**src/rfd_pkg.sv**
```systemverilog
package rfd_pkg;

   localparam logic [7:0] HdrFirst   = 8'hFF;
   localparam logic [7:0] HdrSecond  = 8'h55;
   localparam int         PayLenSix  = 4;
   localparam int         PayLenNine = 7;
   localparam int         StoreDepth = 7;
   localparam int         QueueDepth = 2;
   localparam int         CsrAddrW   = 3;
   localparam int         CsrDataW   = 32;

   typedef enum logic {
      MODE_SIX  = 1'b0,
      MODE_NINE = 1'b1
   } frame_mode_type;

   typedef logic [7:0] byte_type;

   typedef struct packed {
      frame_mode_type             mode;
      byte_type [StoreDepth-1:0]  pay;
   } frame_rec_type;

   typedef struct packed {
      logic full;
      logic not_empty;
   } queue_stat_type;

endpackage

```
**src/rfd_if.sv**
```systemverilog
interface rfd_req_if;
   logic       valid;
   logic       ready;
   logic [7:0] rx_byte;

   modport source (output valid, output rx_byte, input ready);
   modport sink   (input valid, input rx_byte, output ready);
endinterface

interface rfd_rsp_if;
   logic        valid;
   logic        ready;
   logic        status;
   logic [15:0] word_value;
   logic [7:0]  left_vertical;
   logic [7:0]  left_horizontal;
   logic [7:0]  right_vertical;
   logic [7:0]  right_horizontal;
   logic [7:0]  button_bits;
   logic [7:0]  extra_byte;

   modport source (output valid, output status, output word_value, output left_vertical,
                   output left_horizontal, output right_vertical, output right_horizontal,
                   output button_bits, output extra_byte, input ready);
   modport sink   (input valid, input status, input word_value, input left_vertical,
                   input left_horizontal, input right_vertical, input right_horizontal,
                   input button_bits, input extra_byte, output ready);
endinterface

```
**src/rfd_front.sv**
```systemverilog
module rfd_front (
   input  logic                   clock,
   input  logic                   reset,
   input  logic                   byte_valid,
   input  logic [7:0]             byte_data,
   input  rfd_pkg::frame_mode_type mode,
   output logic                   push,
   output rfd_pkg::frame_rec_type push_rec
);
   import rfd_pkg::*;

   typedef enum logic [1:0] {
      HUNT,
      GOT_FF,
      PAYLOAD
   } phase_type;

   phase_type   phase_ff, phase_in;
   logic [2:0]  count_ff, count_in;
   logic [3:0]  count_next;
   logic [3:0]  need;
   logic        done;
   byte_type    store_ff [StoreDepth];

   assign count_next = {1'b0, count_ff} + 4'd1;
   assign need       = (mode == MODE_SIX) ? 4'(PayLenSix) : 4'(PayLenNine);
   assign done       = byte_valid && (phase_ff == PAYLOAD) && (count_next >= need);
   assign push       = done;

   always_comb begin
      push_rec.mode = mode;
      for (int i = 0; i < StoreDepth; i++) begin
         push_rec.pay[i] = (3'(i) == count_ff) ? byte_data : store_ff[i];
      end
   end

   always_comb begin
      phase_in = phase_ff;
      count_in = count_ff;
      if (byte_valid) begin
         unique case (phase_ff)
            PAYLOAD: begin
               if (done) begin
                  phase_in = HUNT;
                  count_in = '0;
               end else begin
                  count_in = count_next[2:0];
               end
            end
            GOT_FF: begin
               if (byte_data == HdrSecond) begin
                  phase_in = PAYLOAD;
                  count_in = '0;
               end else if (byte_data == HdrFirst) begin
                  phase_in = GOT_FF;
               end else begin
                  phase_in = HUNT;
               end
            end
            default: begin
               phase_in = (byte_data == HdrFirst) ? GOT_FF : HUNT;
               count_in = '0;
            end
         endcase
      end
   end

   always_ff @(posedge clock) begin
      if (reset) begin
         phase_ff <= HUNT;
         count_ff <= '0;
      end else begin
         phase_ff <= phase_in;
         count_ff <= count_in;
      end
   end

   always_ff @(posedge clock) begin
      if (byte_valid && phase_ff == PAYLOAD && {1'b0, count_ff} < 4'(StoreDepth)) begin
         store_ff[count_ff] <= byte_data;
      end
   end

endmodule

```
**src/rfd_queue.sv**
```systemverilog
module rfd_queue #(
   parameter int QUEUE_DEPTH = rfd_pkg::QueueDepth
) (
   input  logic                   clock,
   input  logic                   reset,
   input  logic                   push,
   input  rfd_pkg::frame_rec_type push_rec,
   input  logic                   pop,
   output rfd_pkg::frame_rec_type pop_rec,
   output rfd_pkg::queue_stat_type stat
);
   import rfd_pkg::*;

   localparam int PtrW = (QUEUE_DEPTH > 1) ? $clog2(QUEUE_DEPTH) : 1;
   localparam int CntW = $clog2(QUEUE_DEPTH + 1);

   frame_rec_type   mem_ff [QUEUE_DEPTH];
   logic [PtrW-1:0] wr_ptr_ff, wr_ptr_in;
   logic [PtrW-1:0] rd_ptr_ff, rd_ptr_in;
   logic [CntW-1:0] count_ff, count_in;
   logic            do_push;
   logic            do_pop;

   assign stat.full      = (count_ff == CntW'(QUEUE_DEPTH));
   assign stat.not_empty = (count_ff != '0);
   assign do_push        = push && !stat.full;
   assign do_pop         = pop && stat.not_empty;
   assign pop_rec        = mem_ff[rd_ptr_ff];

   always_comb begin
      wr_ptr_in = wr_ptr_ff;
      rd_ptr_in = rd_ptr_ff;
      count_in  = count_ff;
      if (do_push) begin
         wr_ptr_in = (wr_ptr_ff == PtrW'(QUEUE_DEPTH - 1)) ? '0 : wr_ptr_ff + 1'b1;
      end
      if (do_pop) begin
         rd_ptr_in = (rd_ptr_ff == PtrW'(QUEUE_DEPTH - 1)) ? '0 : rd_ptr_ff + 1'b1;
      end
      if (do_push && !do_pop) begin
         count_in = count_ff + 1'b1;
      end else if (do_pop && !do_push) begin
         count_in = count_ff - 1'b1;
      end
   end

   always_ff @(posedge clock) begin
      if (reset) begin
         wr_ptr_ff <= '0;
         rd_ptr_ff <= '0;
         count_ff  <= '0;
      end else begin
         wr_ptr_ff <= wr_ptr_in;
         rd_ptr_ff <= rd_ptr_in;
         count_ff  <= count_in;
      end
   end

   always_ff @(posedge clock) begin
      if (do_push) begin
         mem_ff[wr_ptr_ff] <= push_rec;
      end
   end

endmodule

```
**src/rfd_back.sv**
```systemverilog
module rfd_back (
   input  logic                    clock,
   input  logic                    reset,
   input  rfd_pkg::queue_stat_type stat,
   input  rfd_pkg::frame_rec_type  rec,
   output logic                    pop,
   rfd_rsp_if.source               rsp_chan
);
   import rfd_pkg::*;

   logic        valid_ff, valid_in;
   logic        status_ff, status_in;
   logic [15:0] word_ff, word_in;
   byte_type    lv_ff, lv_in;
   byte_type    lh_ff, lh_in;
   byte_type    rv_ff, rv_in;
   byte_type    rh_ff, rh_in;
   byte_type    btn_ff, btn_in;
   byte_type    ext_ff, ext_in;
   byte_type    sum;
   logic        six_ok;
   logic        nine_ok;

   assign pop     = stat.not_empty && (!valid_ff || rsp_chan.ready);
   assign sum     = rec.pay[0] + rec.pay[1] + rec.pay[2] + rec.pay[3] + rec.pay[4];
   assign six_ok  = (rec.pay[0] == ~rec.pay[1]) && (rec.pay[2] == ~rec.pay[3]);
   assign nine_ok = (rec.pay[6] == ~sum);

   always_comb begin
      valid_in  = valid_ff;
      status_in = status_ff;
      word_in   = word_ff;
      lv_in     = lv_ff;
      lh_in     = lh_ff;
      rv_in     = rv_ff;
      rh_in     = rh_ff;
      btn_in    = btn_ff;
      ext_in    = ext_ff;
      if (pop) begin
         valid_in = 1'b1;
         word_in  = '0;
         lv_in    = '0;
         lh_in    = '0;
         rv_in    = '0;
         rh_in    = '0;
         btn_in   = '0;
         ext_in   = '0;
         if (rec.mode == MODE_SIX) begin
            status_in = !six_ok;
            word_in   = {rec.pay[2], rec.pay[0]};
         end else begin
            status_in = !nine_ok;
            lv_in     = rec.pay[0];
            lh_in     = rec.pay[1];
            rv_in     = rec.pay[2];
            rh_in     = rec.pay[3];
            btn_in    = rec.pay[4];
            ext_in    = rec.pay[5];
         end
      end else if (rsp_chan.ready) begin
         valid_in = 1'b0;
      end
   end

   always_ff @(posedge clock) begin
      if (reset) begin
         valid_ff <= 1'b0;
      end else begin
         valid_ff <= valid_in;
      end
   end

   always_ff @(posedge clock) begin
      status_ff <= status_in;
      word_ff   <= word_in;
      lv_ff     <= lv_in;
      lh_ff     <= lh_in;
      rv_ff     <= rv_in;
      rh_ff     <= rh_in;
      btn_ff    <= btn_in;
      ext_ff    <= ext_in;
   end

   assign rsp_chan.valid            = valid_ff;
   assign rsp_chan.status           = status_ff;
   assign rsp_chan.word_value       = word_ff;
   assign rsp_chan.left_vertical    = lv_ff;
   assign rsp_chan.left_horizontal  = lh_ff;
   assign rsp_chan.right_vertical   = rv_ff;
   assign rsp_chan.right_horizontal = rh_ff;
   assign rsp_chan.button_bits      = btn_ff;
   assign rsp_chan.extra_byte       = ext_ff;

endmodule

```
**src/remote_frame_deframer.sv**
```systemverilog
// Channel    Dir   Handshake        Payload
// req_chan   in    valid / ready    rx_byte
// rsp_chan   out   valid / ready    status, word_value, stick, button and extra bytes
// csr (APB)  in    psel / penable   frame_mode at byte address 0
//
// One byte per cycle while the queue has room; the header hunt and payload gather run in a
// state machine; a completed frame is queued, then checked and registered when popped.
// Frames wait in a QUEUE_DEPTH-entry queue; req_chan.ready drops only when it is full.
// rsp_chan stalls never stop byte intake until the queue fills.
// Synchronous reset clears the sync state, queue and output valid; frame_mode resets to 0.
module remote_frame_deframer #(
   parameter int QUEUE_DEPTH = rfd_pkg::QueueDepth
) (
   input  logic                          clock,
   input  logic                          reset,
   rfd_req_if.sink                       req_chan,
   rfd_rsp_if.source                     rsp_chan,
   input  logic                          psel,
   input  logic                          penable,
   input  logic                          pwrite,
   input  logic [rfd_pkg::CsrAddrW-1:0]  paddr,
   input  logic [rfd_pkg::CsrDataW-1:0]  pwdata,
   output logic [rfd_pkg::CsrDataW-1:0]  prdata,
   output logic                          pready
);
   import rfd_pkg::*;

   frame_mode_type mode_ff, mode_in;
   logic           csr_write;
   logic           byte_take;
   logic           push;
   logic           pop;
   frame_rec_type  push_rec;
   frame_rec_type  pop_rec;
   queue_stat_type stat;

   assign pready    = 1'b1;
   assign csr_write = psel && penable && pwrite && pready;
   assign mode_in   = (csr_write && !paddr[2]) ? frame_mode_type'(pwdata[0]) : mode_ff;
   assign prdata    = paddr[2] ? '0 : {{(CsrDataW - 1){1'b0}}, mode_ff};

   always_ff @(posedge clock) begin
      if (reset) begin
         mode_ff <= MODE_SIX;
      end else begin
         mode_ff <= mode_in;
      end
   end

   assign req_chan.ready = !stat.full;
   assign byte_take      = req_chan.valid && req_chan.ready;

   rfd_front u_front (
      .clock      (clock),
      .reset      (reset),
      .byte_valid (byte_take),
      .byte_data  (req_chan.rx_byte),
      .mode       (mode_ff),
      .push       (push),
      .push_rec   (push_rec)
   );

   rfd_queue #(
      .QUEUE_DEPTH (QUEUE_DEPTH)
   ) u_queue (
      .clock    (clock),
      .reset    (reset),
      .push     (push),
      .push_rec (push_rec),
      .pop      (pop),
      .pop_rec  (pop_rec),
      .stat     (stat)
   );

   rfd_back u_back (
      .clock    (clock),
      .reset    (reset),
      .stat     (stat),
      .rec      (pop_rec),
      .pop      (pop),
      .rsp_chan (rsp_chan)
   );

endmodule
```
**src/flat_wrapper.sv**
```systemverilog
// flat-port wrapper written by rule: the top's interface ports become plain ports
module remote_frame_deframer_flat import rfd_pkg::*;
#(
   parameter int QUEUE_DEPTH = rfd_pkg::QueueDepth
)
  (clock, reset, psel, penable, pwrite, paddr, pwdata, prdata, pready, req_chan_valid, req_chan_rx_byte, req_chan_ready, rsp_chan_valid, rsp_chan_status, rsp_chan_word_value, rsp_chan_left_vertical, rsp_chan_left_horizontal, rsp_chan_right_vertical, rsp_chan_right_horizontal, rsp_chan_button_bits, rsp_chan_extra_byte, rsp_chan_ready);
  rfd_req_if req_chan_i ();
  rfd_rsp_if rsp_chan_i ();
  input  logic clock;
  input  logic reset;
  input  logic psel;
  input  logic penable;
  input  logic pwrite;
  input  logic [rfd_pkg::CsrAddrW-1:0] paddr;
  input  logic [rfd_pkg::CsrDataW-1:0] pwdata;
  output logic [rfd_pkg::CsrDataW-1:0] prdata;
  output logic pready;
  input wire logic [$bits(req_chan_i.valid)-1:0] req_chan_valid;
  input wire logic [$bits(req_chan_i.rx_byte)-1:0] req_chan_rx_byte;
  output wire logic [$bits(req_chan_i.ready)-1:0] req_chan_ready;
  output wire logic [$bits(rsp_chan_i.valid)-1:0] rsp_chan_valid;
  output wire logic [$bits(rsp_chan_i.status)-1:0] rsp_chan_status;
  output wire logic [$bits(rsp_chan_i.word_value)-1:0] rsp_chan_word_value;
  output wire logic [$bits(rsp_chan_i.left_vertical)-1:0] rsp_chan_left_vertical;
  output wire logic [$bits(rsp_chan_i.left_horizontal)-1:0] rsp_chan_left_horizontal;
  output wire logic [$bits(rsp_chan_i.right_vertical)-1:0] rsp_chan_right_vertical;
  output wire logic [$bits(rsp_chan_i.right_horizontal)-1:0] rsp_chan_right_horizontal;
  output wire logic [$bits(rsp_chan_i.button_bits)-1:0] rsp_chan_button_bits;
  output wire logic [$bits(rsp_chan_i.extra_byte)-1:0] rsp_chan_extra_byte;
  input wire logic [$bits(rsp_chan_i.ready)-1:0] rsp_chan_ready;
  assign req_chan_i.valid = req_chan_valid;
  assign req_chan_i.rx_byte = req_chan_rx_byte;
  assign req_chan_ready = req_chan_i.ready;
  assign rsp_chan_valid = rsp_chan_i.valid;
  assign rsp_chan_status = rsp_chan_i.status;
  assign rsp_chan_word_value = rsp_chan_i.word_value;
  assign rsp_chan_left_vertical = rsp_chan_i.left_vertical;
  assign rsp_chan_left_horizontal = rsp_chan_i.left_horizontal;
  assign rsp_chan_right_vertical = rsp_chan_i.right_vertical;
  assign rsp_chan_right_horizontal = rsp_chan_i.right_horizontal;
  assign rsp_chan_button_bits = rsp_chan_i.button_bits;
  assign rsp_chan_extra_byte = rsp_chan_i.extra_byte;
  assign rsp_chan_i.ready = rsp_chan_ready;
  remote_frame_deframer #(.QUEUE_DEPTH(QUEUE_DEPTH)) u_core (.clock(clock), .reset(reset), .req_chan(req_chan_i), .rsp_chan(rsp_chan_i), .psel(psel), .penable(penable), .pwrite(pwrite), .paddr(paddr), .pwdata(pwdata), .prdata(prdata), .pready(pready));
endmodule
```
**config.mk**
```make
export PLATFORM = sky130hd
export DESIGN_NAME = remote_frame_deframer_flat
export DESIGN_NICKNAME = d
export VERILOG_FILES = /design/src/rfd_pkg.sv /design/src/rfd_if.sv /design/src/rfd_front.sv /design/src/rfd_queue.sv /design/src/rfd_back.sv /design/src/remote_frame_deframer.sv /design/src/flat_wrapper.sv
export SDC_FILE = /design/constraint.sdc
export NUM_CORES = 1
export LEC_CHECK = 0
export ABC_AREA = 1
export BUFFER_PORTS_ARGS = -buffer_cell sky130_fd_sc_hd__buf_2
export CAP_MARGIN = 20
export CORE_MARGIN = 2
export CORE_UTILIZATION = 47
export CTS_CLUSTER_DIAMETER = 150
export DETAILED_ROUTE_END_ITERATION = 8
export GPL_ROUTABILITY_DRIVEN = 0
export PLACE_DENSITY = 0.67
export SLEW_MARGIN = 30
export SYNTH_ARGS = -nofsm -noshare
export SYNTH_HDL_FRONTEND = slang
export SYNTH_SLANG_ARGS = --single-unit
export TNS_END_PERCENT = 5
```
**constraint.sdc**
```tcl
create_clock -name clock -period 6.03 [get_ports clock]
set_input_delay 0.603 -clock clock [delete_from_list [all_inputs] [get_ports clock]]
set_output_delay 0.603 -clock clock [all_outputs]
set_load 0.02 [all_outputs]
```
# Word-level counts from Yosys, hierarchy flattened
# Memory sizes are Yosys's and may differ from the RTL's. A register that Yosys moved wholly into a read port is not among the register bits.
# Cells that the tools add are included.
# op_classes
n_addsub	9
reduce_logical	27
bitwise	3
n_eq_ne	16
mux	29
magnitude_cmp	2
# ops
operator	count
$mux W8	7
$add A8 B8 Y8	4
$eq A8 B8 Y1	3
$not A8 Y8	3
$logic_and A1 B1 Y1	13
$mux W1	13
$mux W2	5
$eq A3 B3 Y1 const A	3
$eq A8 B7 Y1 const B	1
$eq A8 B8 Y1 const B	1
$logic_not A1 Y1	7
$eq A2 B3 Y1 const A	2
$mux W3	2
$pmux W3 S2	1
$reduce_bool A2 Y1	3
$add A3 B1 Y4 const B	1
$eq A2 B2 Y1 const B	2
$ge A4 B3 Y1	1
$ne A2 B2 Y1 const B	2
$pmux W2 S2	1
$reduce_and A2 Y1	2
$eq A1 B3 Y1 const A	1
$logic_not A3 Y1	1
$lt A3 B3 Y1 const B	1
5 further kinds	6
# totals
inputBits	50
mem_bits_rw	170
memories	2
output_inout_bits	100
wordCells	103
register_bits	76
# memory_table
name	words	word_bits	rd	rd_ports_with_merged_regs	wr	line	text
u_core.u_queue.mem_ff	2	57	1	1	1	rfd_queue.sv:17	frame_rec_type mem_ff [QUEUE_DEPTH];
u_core.u_front.store_ff	7	8	7	0	1	rfd_front.sv:23	byte_type store_ff [StoreDepth];

# Depth between registers and ports, before layout
# Gate-level depths: netlist of run 1.
# depth
ltp_word	10
ltp_mapped	23
ltp_nobuf	20

# Hierarchy
# From an unflattened synthesis of run 1, not the netlist that was laid out.
# unflattened
cells_unflattened	904
hier_area_um2	11272.1
# by_module_without_submodules
mod	area_each_um2	instances	seq_area_each_um2	cells_each
rfd_queue	4473.0	1	3523.4	214
rfd_back	3664.8	1	1971.9	364
rfd_front	2805.2	1	1781.7	276
remote_frame_deframer	329.1	1	20.0	50

# Least setup slack after synthesis of run 1
# Ideal clock, no wire load.
# synth_path
path_type	input to register
from	input port rsp_chan_ready
to	register u_core.u_queue.count_ff[1]
n_path_buf	0
slack_ns	0.961
required_time_ns	5.908
arrival_time_ns	4.947
setup_time_ns	0.122
path_stages	8
path_cell_list	nor2_1 -> a21oi_1 -> inv_1 -> ha_1 -> a21oi_1 -> o21ai_0 -> o21ai_0 -> a21oi_1
# synth_via
elab_chain_len	6
word_cells_on_any_way	8
cone_classes	mux (1); reduce/logical (7)
# synth_lines
element	line	text
start, declared	flat_wrapper.sv:30	input wire logic [$bits(rsp_chan_i.ready)-1:0] rsp_chan_ready;
$logic_or A1 B1 Y1 (*)	rfd_back.sv:24	assign pop = stat.not_empty && (!valid_ff || rsp_chan.ready);
$logic_and A1 B1 Y1 (*)	rfd_back.sv:24	
named net u_core.pop	remote_frame_deframer.sv:32	logic pop;
$logic_and A1 B1 Y1 (*)	rfd_queue.sv:27	assign do_pop = pop && stat.not_empty;
$logic_not A1 Y1	rfd_queue.sv:40	if (do_push && !do_pop) begin
$logic_and A1 B1 Y1	rfd_queue.sv:40	
$mux W2 / $reduce_bool A2 Y1 (equally long branches)	--	
end signal, assigned	rfd_queue.sv:55	count_ff <= count_in;
end, declared	rfd_queue.sv:20	logic [CntW-1:0] count_ff, count_in;
# The timed path passes the listed nets; every way through them passes the cells marked *.
# A chain may end at the register's enable or synchronous reset.

==> results by stage, run 1 <==
Yosys:
- The mean instance size in the synthesized netlist is 11.64 um2.
- The share of the synthesized area in the top cell type is between 60% and 70%.
- The total of flip-flops plus latches after synthesis is about 250.
- Of the total synthesized cell area, the portion taken by full adders, half adders and majority gates is under 10%.
- In this run the cell area of the synthesized design comes to between 10000 and 15000 um2.
- After synthesis, the most frequently instantiated cells are sky130_fd_sc_hd__edfxtp_1 (235), sky130_fd_sc_hd__nand2_1 (202), sky130_fd_sc_hd__inv_1 (92).
- The synthesized netlist devotes 0.2369% of its cell area to XOR and XNOR gates.
- The sequential element share of the synthesized area is roughly two thirds.
- The cell taking the most area after synthesis is sky130_fd_sc_hd__edfxtp_1.
- The number of different library cells in the post-synthesis netlist is 42.
- The synthesized netlist devotes 6.149% of its cell area to compound gates.
- The cell count after synthesis is roughly 950.
- The synthesized design contains 235 enable-type register cells.
- The dominant synthesized flop cell is sky130_fd_sc_hd__edfxtp_1.
- In the synthesized netlist, mux cells make up 0.1805% of the area.
- Yosys instantiated no cell more often than sky130_fd_sc_hd__edfxtp_1.
- The dominant combinational cell family by area after synthesis is simple AND/OR/NAND/NOR gates.
- The Yosys step of the flow raised 0 warnings.
- In the synthesized netlist the async set-or-reset flop fraction comes to 0%.
- Summing the areas of all and, or, nand and nor instances in the mapped netlist gives ~14% of the synthesized area.
- By area the synthesized netlist is led by sky130_fd_sc_hd__edfxtp_1 (64%), sky130_fd_sc_hd__nand2_1 (6.8%), sky130_fd_sc_hd__fa_1 (3.6%), sky130_fd_sc_hd__o21ai_0 (3.6%), sky130_fd_sc_hd__inv_1 (3.1%).

Power and ir drop:
- The power density normalized to cell area is between 500 and 600 nW/um2.
- The power after layout is around 7.5 mW.
- The static leakage is roughly 5.1 nW.
- The maximum ir drop on the vdd rail is a little under 0.6 mV.

GRT:
- The total overflow left after global routing is 0.
- The pin count of the biggest net entering global routing is 70.
- The number of global-route vias before repair is 6258.
- The number of antenna violations at the first check in global routing is 0.
- The first global-routing pass estimated ~35000 um of wire.
- Global routing used 18.64% of the available tracks.

Clock network:
- TritonCTS built the clock tree.
- Clock-pin slew was measured on the worst setup and hold paths at 0.06 ns.
- In this run the number of H-tree levels came out at 1.
- The maximum count of clock buffers along a single path is 3.
- The root buffer cell chosen for the clock tree is sky130_fd_sc_hd__clkbuf_16.
- The count of hold-fix buffers inserted at cts is 0.
- The clock sink total is 247.
- The post-CTS resize count is 0.
- The clock reaches the later pin of the worst-skew pair after approximately 0.53 ns.
- The number of buffers inserted to repair setup after CTS is 0.
- The CTS buffer count is 26.

Place:
- The detailed-placement wirelength estimate is between 15000 and 20000 um.
- Buffers placed on the I/O ports in this run total 84.
- The number of placed cells counting well taps is ~1300.

Final layout:
- The number of nets in the finished design is between 1000 and 1500.
- For this run, the number of standard cells in the final layout without fillers is 1381.
- The area used by multi-input combinational logic is about 3200 um2.
- After filler insertion, the fill cell instance count of the layout stands at ~2000.
- In the final layout, the share of cells above drive strength 1 is between 10% and 20%.
- From synthesis to final layout, the design area changed by 13.62%.
- Once layout is complete, the utilization of the core stands at between 50% and 60%.
- Registers take 7298 um2.
- 0 antenna diodes ended up in the layout.

Setup path:
- The type of origin of the critical path is a flop.
- For the worst setup path, the data arrival time is approximately 5 ns.
- The largest fanout of any net on the critical path is 33.
- The category of the critical setup timing path is reg -> reg.
- For this design, the slowest cell found on the critical path is sky130_fd_sc_hd__dfxtp_2.
- The critical path goes through inv_4 -> buf_4 -> or2_2 -> o21ai_2 -> inv_1 -> fa_1 -> fa_1 -> fa_1 -> ha_1 -> nand2_1 -> inv_1 -> o21ai_0 -> nand3_1 -> nand2_1 -> nand2_1 -> nor3_2 -> nand3_1 -> nand2_1 -> inv_1.
- The required time reported for the critical path endpoint is about 6.3 ns.
- On the worst path, the slowest cell contributes a delay of 0.56 ns.
- STA classifies the critical path endpoint as a flop.
- The most prevalent standard cell on the critical path is sky130_fd_sc_hd__nand2_1.

Die:
- The initial core utilization is between 40% and 50%.
- The site row count is 56.
- The die covers 24840 um2.
- Measured along the x axis, the die boundary spans 157.6 um.
- The core area is approximately 23000 um2.
- During I/O placement, the number of pins put on the boundary was 150.
- The vertical die dimension is between 150 and 200 um.

Route:
- After detailed routing, the number of vias per cell comes to slightly below 5.
- The average wire per cell in the routed design is 16.35 um.
- The routed wire length is approximately 23000 um.
- After detailed routing, the number of remaining DRC violations is 0.
- The pre-antenna-repair detailed-routing pass consisted of 7 iterations.
- In this run the remaining antenna-violating nets after routing total 0.
- The routed layout has 6783 vias.
- The first routing iteration left ~620 violations.

STA:
- The final hold violation count was 0.
- The count of final setup violators is 0.
- At the pin with the least slew margin, the transition time is around 0.87 ns.
- The number of max-slew violations in the final report is 0.
- The maximum clock frequency is 206.1 MHz.
- In the final timing run, aggregate negative setup slack is 0 ns.
- Measured against its own limit, the worst slew margin works out to a little over two fifths.
- The worst setup skew after layout is 0.01452 ns.
- Setup repair after global routing left no endpoint under its margin.
- The portion of the clock cycle consumed by the worst path in the final layout is around four fifths.
- The worst path needs between 4 and 5 ns of the cycle, external delays included.

Status:
- The flow ran to the end, and the final reports show no timing, DRC or antenna violations.

Job:
- The number of maximum-capacitance violations is 0.

Min path:
- The path category of the worst min-delay check is in -> reg.
[metrics by stage]
stage | instance area (um2) | hold slack, ns | setup WS, ns
floorplan | 11200 | 0.4255 | 0.9606
global placement | 11720 | 0.4287 | 1.181
detailed placement | 11720 | 0.4381 | 1.180
CTS | 12600 | 0.2951 | 1.142
global route | 12600 | 0.3165 | 0.8622
finish | 12600 | 0.3122 | 1.178
[area by class of cell]
type | instances | area share (%)
Multi-Input combinational cell | 580 | 25.15
Timing Repair Buffer | 91 | 3.853
Inverter | 96 | 2.880
Tap cell | 319 | 3.168
Clock inverter | 9 | 1.142
Clock buffer | 39 | 5.879
Sequential cell | 247 | 57.92
[logic make-up after synthesis]
group	count (synthesis)
AO/OA/AOI/OAI	125
XOR/XNOR	3
adder cells (fa/ha/maj)	45
buffers and inverters	156
flip-flops	247
multiplexers	2
other	2
AND/OR/NAND/NOR	373
[power breakdown]
part	switching, mW	leakage [nW]	total, mW	internal (mW)
clock network	0.627	0.433	1.64	1.02
logic	2.26	2.41	3.48	1.23
registers	0.0766	2.26	2.33	2.25
total	2.96	5.10	7.46	4.49
[registers in the layout, summed over array words and instances (netlist names), 2 cells and up, named ones only]
register                                 count
u_core.u_queue.count_ff                      2
u_core.u_back.rsp_chan.left_horizontal       8
u_core.u_queue.mem_ff                      114
u_core.u_back.rsp_chan.left_vertical         8
u_core.u_back.rsp_chan.right_horizontal      8
u_core.u_front.store_ff                     56
u_core.u_front.count_ff                      3
u_core.u_front.phase_ff                      2
u_core.u_back.rsp_chan.button_bits           8
u_core.u_back.rsp_chan.right_vertical        8
u_core.u_back.rsp_chan.word_value           16
u_core.u_back.rsp_chan.extra_byte            8
[layer usage]
metal / GRT usage, % / wire length (um) / vias up
met5: 0 / 0 / -
met4: 9.091 / 1105 / 0
met3: 2.820 / 1291 / 59
met2: 29.07 / 10130 / 244
met1: 25.76 / 10050 / 3153
li1: - / - / 3327
[worst paths after layout]
check,from,endpoint,slack [ns],cells past startpoint
worst max register to register,flop,u_core.u_back.rsp_chan.status,1.18,19
worst max-delay path,flop,u_core.u_back.rsp_chan.status,1.18,19
worst min-delay path,reset,u_core.u_back.rsp_chan.valid,0.31,2
worst min register to register,u_core.u_queue.rd_ptr_ff,flop,0.45,1
[worst max-delay path: cells and delay by family, from the launching register on]
kind            cells  cell delay (ns)
fa+ha+maj           4             1.93
simple gates        8             1.05
flops               1             0.56
compound gates      2             0.36
buf+inv             5             0.69
[cell usage in the layout, fill, tap and decap left out, types with 5 or more instances in the layout]
cell and count:
sky130_fd_sc_hd__a21oi_1 21, sky130_fd_sc_hd__buf_2 84, sky130_fd_sc_hd__buf_4 6, sky130_fd_sc_hd__clkbuf_1 10, sky130_fd_sc_hd__clkbuf_16 27, sky130_fd_sc_hd__conb_1 32, sky130_fd_sc_hd__dfxtp_1 11, sky130_fd_sc_hd__edfxtp_1 235
sky130_fd_sc_hd__fa_1 20, sky130_fd_sc_hd__ha_1 25, sky130_fd_sc_hd__inv_1 92, sky130_fd_sc_hd__nand2_1 202, sky130_fd_sc_hd__nand2_2 9, sky130_fd_sc_hd__nand3_1 27, sky130_fd_sc_hd__nor2_1 88, sky130_fd_sc_hd__o21ai_0 78
sky130_fd_sc_hd__o21ai_1 7, sky130_fd_sc_hd__o21ai_2 7, sky130_fd_sc_hd__or2_0 5, sky130_fd_sc_hd__or2_1 6, sky130_fd_sc_hd__or2_2 19
Note: power is estimated with default switching activity, not from simulation.
==> run 2, diff against run 1 <==
--- a/config.mk
+++ b/config.mk
@@ -5,7 +5,7 @@
 export SDC_FILE = /design/constraint.sdc
 export NUM_CORES = 1
 export LEC_CHECK = 0
-export ABC_AREA = 1
+export ABC_AREA = 0
 export BUFFER_PORTS_ARGS = -buffer_cell sky130_fd_sc_hd__buf_2
 export CAP_MARGIN = 20
 export CORE_MARGIN = 2
@@ -13,7 +13,7 @@
 export CTS_CLUSTER_DIAMETER = 150
 export DETAILED_ROUTE_END_ITERATION = 8
 export GPL_ROUTABILITY_DRIVEN = 0
-export PLACE_DENSITY = 0.67
+export PLACE_DENSITY = 0.7
 export SLEW_MARGIN = 30
 export SYNTH_ARGS = -nofsm -noshare
 export SYNTH_HDL_FRONTEND = slang
==> constraint.sdc (replaced) <==
create_clock -name clock -period 4.1 [get_ports clock]
set_input_delay 0.41 -clock clock [delete_from_list [all_inputs] [get_ports clock]]
set_output_delay 0.41 -clock clock [all_outputs]
set_load 0.02 [all_outputs]
==> results by stage, run 2 <==
Clock network:
- The number of H-tree levels is 1 (unchanged).
- The CTS buffer count came to 24 (was 26).
- The clock-pin slew reported for the worst setup and hold paths after clock tree synthesis is 0.06 ns (about the same).
- The maximum count of clock buffers along a single path is 3 (unchanged).
- The clock root buffer is sky130_fd_sc_hd__clkbuf_16 (unchanged).
- The clock tree from TritonCTS is yes (unchanged).
- The clock sink total is 247 (unchanged).
- The count of hold-fix buffers inserted at cts was 0 (unchanged).
- The insertion delay of the later-clocked pin in the worst-skew pair is 0.52 ns (was 0.53 ns).

GRT:
- The pin count of the biggest net entering global routing is 38 (was 70).
- The number of global-route vias before repair is 5576 (was 6258).
- The total routing usage reported by global routing came to 16.86% (was 18.64%).
- The number of antenna violations at the first check in global routing is 0 (unchanged).
- The wire length of the first global-routing pass is 31050 um (was 34500 um).
- The total congestion overflow after global routing is 0 (unchanged).

Setup path:
- The category of the critical setup timing path is reg -> reg (unchanged).
- The largest fanout of any net on the critical path is 6 (was 33).
- The required time reported for the critical path endpoint came to 4.35 ns (was 6.31 ns).
- The logic depth of the worst register-to-register path is 13 (was 19).
- The arrival time at the worst endpoint was 4.36 ns (was 5.13 ns).
- The termination of the worst setup path was u_core.u_back.rsp_chan.status (unchanged).
- The kind of capture point of the worst setup path is a flop (unchanged).
- The type of origin of the critical path is a flop (unchanged).
- The worst setup slack for register-to-register paths is -0.004 ns (was 1.18 ns).
- The destination of the worst register-to-register timing path was u_core.u_back.rsp_chan.status (unchanged).

Yosys:
- The cell with the most instances after synthesis is sky130_fd_sc_hd__edfxtp_1 (unchanged).
- The share of cell area taken by muxes after synthesis is 11.54% (was 0.1805%).
- The cell taking the most area after synthesis is sky130_fd_sc_hd__edfxtp_1 (unchanged).
- The share of flip-flops with an asynchronous set or reset after synthesis is 0% (unchanged).
- The compound-gate portion of the synthesized area was 1.695% (was 6.149%).
- The number of different library cells in the post-synthesis netlist came to 33 (was 42).
- The count of synthesis-stage warnings from yosys is 0 (unchanged).
- The post-synthesis adder-cell area fraction came to 6.571% (was 6.431%).
- Leading post-synthesis cells by cell area: sky130_fd_sc_hd__edfxtp_1 (65%), sky130_fd_sc_hd__mux2_2 (7.6%), sky130_fd_sc_hd__mux2i_1 (4.0%), sky130_fd_sc_hd__fa_1 (3.7%), sky130_fd_sc_hd__ha_1 (2.9%) (was sky130_fd_sc_hd__edfxtp_1 (64%), sky130_fd_sc_hd__nand2_1 (6.8%), sky130_fd_sc_hd__fa_1 (3.6%), sky130_fd_sc_hd__o21ai_0 (3.6%), sky130_fd_sc_hd__inv_1 (3.1%)).
- The total of flip-flops plus latches after synthesis was 247 (unchanged).
- The cell count after synthesis is 687 (was 953).
- The dominant synthesized flop cell is sky130_fd_sc_hd__edfxtp_1 (unchanged).
- The fraction of synthesized cell area in xor and xnor cells is 3.228% (was 0.2369%).
- The cell area after synthesis is 10850 um2 (was 11090 um2).
- The dominant combinational cell family by area after synthesis is multiplexers (was simple AND/OR/NAND/NOR gates).
- The mean instance size in the synthesized netlist is 15.80 um2 (was 11.64 um2).
- Commonest cells in the netlist: sky130_fd_sc_hd__edfxtp_1 (235), sky130_fd_sc_hd__mux2_2 (73), sky130_fd_sc_hd__nor2_1 (65) (was sky130_fd_sc_hd__edfxtp_1 (235), sky130_fd_sc_hd__nand2_1 (202), sky130_fd_sc_hd__inv_1 (92)).
- The share of the synthesized area in the top cell type is 65.02% (was 63.64%).
- The sequential element share of the synthesized area is 67.24% (was 65.80%).
- The simple-gate share of the synthesized area was 5.372% (was 14.26%).
- The number of synthesized flops with an enable pin came to 235 (unchanged).

Final layout:
- The most common cell after layout, fill and taps aside is sky130_fd_sc_hd__edfxtp_1 (unchanged).
- The number of nets in the finished design is 920 (was 1137).
- The area growth from synthesis to layout is 16.53% (was 13.62%).
- The register bank with the most flops is u_core.u_queue.mem_ff (unchanged).
- The diode insertion count for antenna repair is 0 (unchanged).
- The share of final-layout standard cells stronger than drive strength 1 came to 31.00% (was 16.29%).
- The final-layout fill cell count was 1760 (was 1981).
- The post-route standard cell area excluding fillers was 12650 um2 (was 12600 um2).
- Most frequent cells in the layout: sky130_fd_sc_hd__edfxtp_1 (235), sky130_fd_sc_hd__buf_2 (84), sky130_fd_sc_hd__mux2_2 (73) (was sky130_fd_sc_hd__edfxtp_1 (235), sky130_fd_sc_hd__nand2_1 (202), sky130_fd_sc_hd__inv_1 (92)).
- The area occupied by registers is 7301 um2 (was 7298 um2).
- The flip-flop count of the largest register, all copies and words added is 114 (unchanged).
- The area used by multi-input combinational logic is 3311 um2 (was 3169 um2).
- The final core area utilization is 55.86% (was 54.00%).

STA:
- The final hold violation count is 0 (unchanged).
- The number of max-slew violations in the final report is 0 (unchanged).
- The worst relative slew slack was 38.69% (was 42.09%).
- The transition time at the pin with the least slew margin is 0.9163 ns (was 0.8686 ns).
- The maximum clock frequency is 243.6 MHz (was 206.1 MHz).
- The shortest clock period the worst path allows after layout is 4.104 ns (was 4.852 ns).
- The portion of the clock cycle consumed by the worst path in the final layout was 100.1% (was 80.47%).
- The worst hold slack is 0.1104 ns (was 0.3122 ns).
- The count of final setup violators came to 1 (was 0).
- RSZ-0062 raised after global routing: true (was false).
- The post-route worst setup slack is -0.004362 ns (was 1.178 ns).
- The worst setup skew after layout is 0.01996 ns (was 0.01452 ns).

Die:
- The initial core utilization came to 47.94% (was 47.53%).
- The die area came to 24320 um2 (was 24840 um2).
- The site row count is 55 (was 56).
- The vertical die dimension is 156.0 um (was 157.6 um).
- The width of the chip is 156.0 um (was 157.6 um).
- The core area is 22640 um2 (was 23330 um2).
- The I/O pin count is 150 (unchanged).

Power and ir drop:
- The maximum ir drop on the vdd rail is 0.1988 mV (was 0.5838 mV).
- The power density normalized to cell area was 380.8 nW/um2 (was 591.7 nW/um2).
- The static leakage is 4.523 nW (was 5.103 nW).

Min path:
- The path category of the worst min-delay check is in -> reg (unchanged).

Route:
- The first-pass iteration count of the detailed router was 4 (was 7).
- The DRC marker count from the first detailed-route iteration is 344 (was 616).
- The per-cell via count in the routed design is 4.947 (was 4.912).
- The count of nets left with antenna violations after detail routing is 0 (unchanged).
- The average wire per cell in the routed design is 17.81 um (was 16.35 um).
- The via total after detailed routing was 5575 (was 6783).
- The number of design rule violations left after detail routing is 0 (unchanged).
- The routed wire length is 20070 um (was 22580 um).

Place:
- The worst setup slack after placement is -0.1956 ns (was 1.180 ns).
- The detailed-placement wirelength estimate came to 13470 um (was 15060 um).
- The placed standard-cell area was 11800 um2 (was 11720 um2).
- The total of buffers placed on input and output ports is 84 (unchanged).

Job:
- The number of maximum-capacitance violations is 0 (unchanged).

Status:
- The checks that failed: setup timing.
- Result of the run: finished, violations left (was finished clean).
## run 2: cell types whose count changed after synthesis, sizes merged, moves of 6 or more
cell,change
nand2,-198
o21ai,-86
xnor2,+21
or2,-30
inv,-65
nand3,-21
xor2,+16
mux2,+73
nor2,-25
clkbuf,-6
and2,+17
a21oi,-8
mux2i,+41
## run 2: logic make-up (layout without fill, tap and decap cells)
group | Yosys count | count (layout)
AOI/OAI and AO/OA | 28 | 28
buffers and inverters | 83 | 208
DFF | 247 | 247
other | 2 | 32
and+or+nand+nor | 126 | 126
xor gates and xnor gates | 40 | 40
adders and majority gates | 45 | 45
muxes | 116 | 116
## run 2: worst min-delay path by stage
stage	from	endpoint	slack, ns	cells after the start
after global placement	u_core.u_front.phase_ff[0]	u_core.u_front.phase_ff[0]	0.48	2
after detailed placement	u_core.u_back.rsp_chan.valid	u_core.u_back.rsp_chan.valid	0.48	2
after floorplan	u_core.mode_ff	u_core.u_queue.mem_ff[0][56]	0.45	0
after global routing	pwdata[0]	u_core.mode_ff	0.12	3
final	pwdata[0]	u_core.mode_ff	0.11	3
after CTS	pwdata[0]	u_core.mode_ff	0.09	3
## run 2: final cells by class
| type | count | share of cell area (%) |
|---|---|---|
| Clock buffer | 29 | 4.897 |
| Clock inverter | 14 | 0.7717 |
| Inverter | 31 | 0.9399 |
| Multi-Input combinational cell | 387 | 26.18 |
| Sequential cell | 247 | 57.73 |
| Tap cell | 285 | 2.820 |
| Timing Repair Buffer | 134 | 6.668 |
## run 2: metrics by stage
| stage | TNS (ns) | instances | total power, mW |
|---|---|---|---|
| 5_1_grt | -0.2606 | 1127 | 4.961 |
| 4_1_cts | 0 | 1127 | 4.863 |
| 3_5_place_dp | -0.1956 | 1079 | 2.853 |
| 2_1_floorplan | -31.30 | 717 | 2.848 |
| 6_report | -0.004362 | 1127 | 4.816 |
| 3_3_place_gp | -0.2244 | 1078 | 2.852 |
## run 2: per-layer routing
metal / wire length [um] / track usage, % / vias up
li1: - / - / 2693
met1: 8777 / 22.99 / 2701
met2: 9842 / 28.53 / 145
met3: 1047 / 2.194 / 36
met4: 405 / 4.937 / 0
met5: 0 / 0 / -
## run 2: report_power, final
group          leakage, nW  internal, mW  switching [mW]  total (mW)
logic                 1.96        0.0109          0.0584      0.0693
clock network        0.353          1.14           0.880        2.02
registers             2.21          2.73        0.000219        2.73
## run 2: critical path, cell delays in order (launching register included)
cell and delay [ns]:
sky130_fd_sc_hd__dfxtp_4 0.38, sky130_fd_sc_hd__buf_12 0.12, sky130_fd_sc_hd__buf_6 0.14, sky130_fd_sc_hd__buf_8 0.14, sky130_fd_sc_hd__mux2_2 0.38, sky130_fd_sc_hd__fa_1 0.54, sky130_fd_sc_hd__fa_1 0.46, sky130_fd_sc_hd__fa_1 0.48
sky130_fd_sc_hd__ha_1 0.34, sky130_fd_sc_hd__a21oi_1 0.17, sky130_fd_sc_hd__o21ai_0 0.13, sky130_fd_sc_hd__xnor2_1 0.15, sky130_fd_sc_hd__nor4_2 0.28, sky130_fd_sc_hd__a21oi_1 0.11
## run 2: timing repair
item	4_1_cts	5_1_grt
setup endpoints to repair	1	1
buffers inserted	5	0
pin swaps	8	0
gates resized for setup	19	0
==> run 3, diff against run 2 <==
==> constraint.sdc (replaced) <==
create_clock -name clock -period 3.33 [get_ports clock]
set_input_delay 0.333 -clock clock [delete_from_list [all_inputs] [get_ports clock]]
set_output_delay 0.333 -clock clock [all_outputs]
set_load 0.02 [all_outputs]
==> results by stage, run 3 (same netlist as run 2, synthesis figures left out) <==
Min path:
- The path category of the worst min-delay check was in -> reg (unchanged).

Die:
- The width of the chip came to 156.0 um (unchanged).
- The I/O pin count came to 150 (unchanged).
- The vertical die dimension came to 156.0 um (unchanged).
- The site row count is 55 (unchanged).
- The die area is 24320 um2 (unchanged).
- The initial core utilization is 47.94% (unchanged).
- The core area is 22640 um2 (unchanged).

Clock network:
- The maximum count of clock buffers along a single path is 3 (unchanged).
- The number of H-tree levels is 1 (unchanged).
- The clock tree from TritonCTS is yes (unchanged).
- The clock root buffer was sky130_fd_sc_hd__clkbuf_16 (unchanged).
- The clock-pin slew reported for the worst setup and hold paths after clock tree synthesis was 0.06 ns (about the same).
- The insertion delay of the later-clocked pin in the worst-skew pair was 0.54 ns (was 0.52 ns).
- The CTS buffer count is 25 (was 24).
- The clock sink total was 247 (unchanged).

Setup path:
- The kind of capture point of the worst setup path was a flop (unchanged).
- The worst-path cell with the longest stage delay is sky130_fd_sc_hd__fa_1 (unchanged).
- The arrival time at the worst endpoint is 4.25 ns (was 4.36 ns).
- The delay of the slowest cell on the worst path is 0.61 ns (was 0.54 ns).
- The required time reported for the critical path endpoint is 3.59 ns (was 4.35 ns).
- The type of origin of the critical path is a flop (unchanged).
- The largest fanout of any net on the critical path is 6 (unchanged).
- Sequence of cells on the critical path: buf_12 -> buf_4 -> mux2i_2 -> inv_1 -> fa_1 -> fa_1 -> fa_1 -> ha_4 -> a21o_1 -> a21o_1 -> a21o_1 -> a21oi_2 -> xnor2_1 -> a21oi_1 (was buf_12 -> buf_6 -> buf_8 -> mux2_2 -> fa_1 -> fa_1 -> fa_1 -> ha_1 -> a21oi_1 -> o21ai_0 -> xnor2_1 -> nor4_2 -> a21oi_1).
- The category of the critical setup timing path is reg -> reg (unchanged).

Route:
- The average wire per cell in the routed design is 18.62 um (was 17.81 um).
- The DRC marker count from the first detailed-route iteration came to 440 (was 344).
- The per-cell via count in the routed design is 4.984 (was 4.947).
- The via total after detailed routing is 5751 (was 5575).
- The count of nets left with antenna violations after detail routing is 0 (unchanged).
- The routed wire length is 21480 um (was 20070 um).
- The first-pass iteration count of the detailed router was 4 (unchanged).
- The number of design rule violations left after detail routing is 0 (unchanged).

GRT:
- The total routing usage reported by global routing is 17.82% (was 16.86%).
- The routing usage on met1 is 24.86% (was 22.99%).
- The global-route met2 utilization is 29.67% (was 28.53%).
- The number of antenna violations at the first check in global routing came to 0 (unchanged).
- The total congestion overflow after global routing is 0 (unchanged).
- The met3 track demand over resource is 2.306% (was 2.194%).
- The peak-usage layer in the global routing report is met2 (unchanged).
- The number of global-route vias before repair came to 5849 (was 5576).
- The pin count of the biggest net entering global routing is 67 (was 38).
- The wire length of the first global-routing pass was 32800 um (was 31050 um).

Final layout:
- The number of cells in the finished layout apart from fillers is 1154 (was 1127).
- The flip-flop count of the largest register, all copies and words added is 114 (unchanged).
- The number of nets in the finished design was 945 (was 920).
- The share of final-layout standard cells stronger than drive strength 1 is 34.18% (was 31.00%).
- The register bank with the most flops is u_core.u_queue.mem_ff (unchanged).
- The most common cell after layout, fill and taps aside was sky130_fd_sc_hd__edfxtp_1 (unchanged).
- Most frequent cells in the layout: sky130_fd_sc_hd__edfxtp_1 (235), sky130_fd_sc_hd__buf_2 (84), sky130_fd_sc_hd__mux2_2 (73) (unchanged).
- The diode insertion count for antenna repair came to 0 (unchanged).
- The area growth from synthesis to layout is 19.40% (was 16.53%).
- The final core area utilization is 57.24% (was 55.86%).

STA:
- RSZ-0062 raised after global routing: true (unchanged).
- The maximum clock frequency is 250.8 MHz (was 243.6 MHz).
- The final setup TNS came to -0.6565 ns (was -0.004362 ns).
- The post-route worst setup slack is -0.6565 ns (was -0.004362 ns).
- The number of max-slew violations in the final report is 0 (unchanged).
- The count of final setup violators was 1 (unchanged).
- The shortest clock period the worst path allows after layout is 3.987 ns (was 4.104 ns).
- The worst setup skew after layout is 0.03192 ns (was 0.01996 ns).
- The final hold violation count came to 0 (unchanged).
- The transition time at the pin with the least slew margin is 0.8055 ns (was 0.9163 ns).
- The worst relative slew slack is 46.10% (was 38.69%).
- The portion of the clock cycle consumed by the worst path in the final layout is 119.7% (was 100.1%).

Power and ir drop:
- The switching component of the power was 1.216 mW (was 938.9 uW).
- The switching power as a share of total power was 19.88% (was 19.50%).
- The portion of total power attributed to sequential cells came to 55.0% (was 56.7%).
- The static leakage was 4.701 nW (was 4.523 nW).
- The power density normalized to cell area is 472.0 nW/um2 (was 380.8 nW/um2).
- The internal portion of total power is 4.901 mW (was 3.877 mW).
- The share of total power in the clock network is 43.7% (was 41.9%).
- The combinational group share of total power is 1.4% (about the same).
- The maximum ir drop on the vdd rail is 0.2863 mV (was 0.1988 mV).

Place:
- The number of placed cells counting well taps is 1105 (was 1079).
- The worst setup slack after placement is -0.7701 ns (was -0.1956 ns).
- The total of buffers placed on input and output ports is 84 (unchanged).
- The detailed-placement wirelength estimate is 14410 um (was 13470 um).

Status:
- Result of the run: finished, violations left (unchanged).
- Violated checks: setup timing (unchanged).

Job:
- The number of maximum-capacitance violations is 0 (unchanged).
==> run 3: cell count changes in the layout (fill, tap and decap cells not counted), sizes merged <==
cell / change
clkbuf: +8
buf: +24
inv: +2
clkinv: -6
bufinv: -1
==> run 3: metal layers <==
| metal | part of all wire [%] | wire (um) | vias up |
|---|---|---|---|
| li1 | - | - | 2757 |
| met1 | 46 | 9810 | 2836 |
| met2 | 49 | 10460 | 135 |
| met3 | 3.9 | 828 | 23 |
| met4 | 1.8 | 384 | 0 |
| met5 | 0 | 0 | - |
==> run 3: critical path: cells and delay by family (launching register included) <==
family	cells	cell delay, ns
muxes	1	0.23
xor gates and xnor gates	1	0.13
adders and majority gates	4	1.88
AOI/OAI and AO/OA	5	0.74
DFF	1	0.39
buffers and inverters	3	0.35
==> run 3: final cells by class <==
class / count / area (um2)
Clock buffer: 37 / 730.7
Multi-Input combinational cell: 387 / 3347
Fill cell: 1733 / 9682
Tap cell: 285 / 356.6
Timing Repair Buffer: 158 / 1046
Clock inverter: 9 / 58.81
Inverter: 31 / 118.9
Sequential cell: 247 / 7301
==> run 3: through the flow <==
step	hold WS, ns	area, um2	total power [mW]
after detailed placement	0.4816	12030	3.512
final	0.01684	12960	6.117
after floorplan	0.4021	11050	3.506
after CTS	0.001330	12910	6.160
after global placement	0.4827	12030	3.510
after global routing	0.03647	12960	6.280
==> run 3: final timing paths <==
| path | start | to | slack (ns) | cells after the start |
|---|---|---|---|---|
| min | pwdata[0] | u_core.mode_ff | 0.02 | 3 |
| max | flop | u_core.u_back.rsp_chan.status | -0.66 | 14 |
| min reg2reg | u_core.u_back.rsp_chan.valid | u_core.u_back.rsp_chan.valid | 0.50 | 2 |
| max reg2reg | flop | u_core.u_back.rsp_chan.status | -0.66 | 14 |
==> run 3: repair_timing <==
action | CTS | global route
hold buffers | 0 | 0
cloned | 0 | 0
setup buffers | 3 | 0
gates resized for setup | 8 | 9
endpoints found under the setup margin | 1 | 1
pin swaps | 4 | 2
==> run 3: power by group through the flow <==
| stage | Clock, mW | Sequential [mW] | Combinational, mW |
|---|---|---|---|
| floorplan | 0 | 3.43 | 0.0774 |
| global placement | 0 | 3.43 | 0.0821 |
| detailed placement | 0 | 3.43 | 0.0838 |
| CTS | 2.71 | 3.36 | 0.0845 |
| global route | 2.83 | 3.36 | 0.0915 |
| finish | 2.67 | 3.36 | 0.0842 |
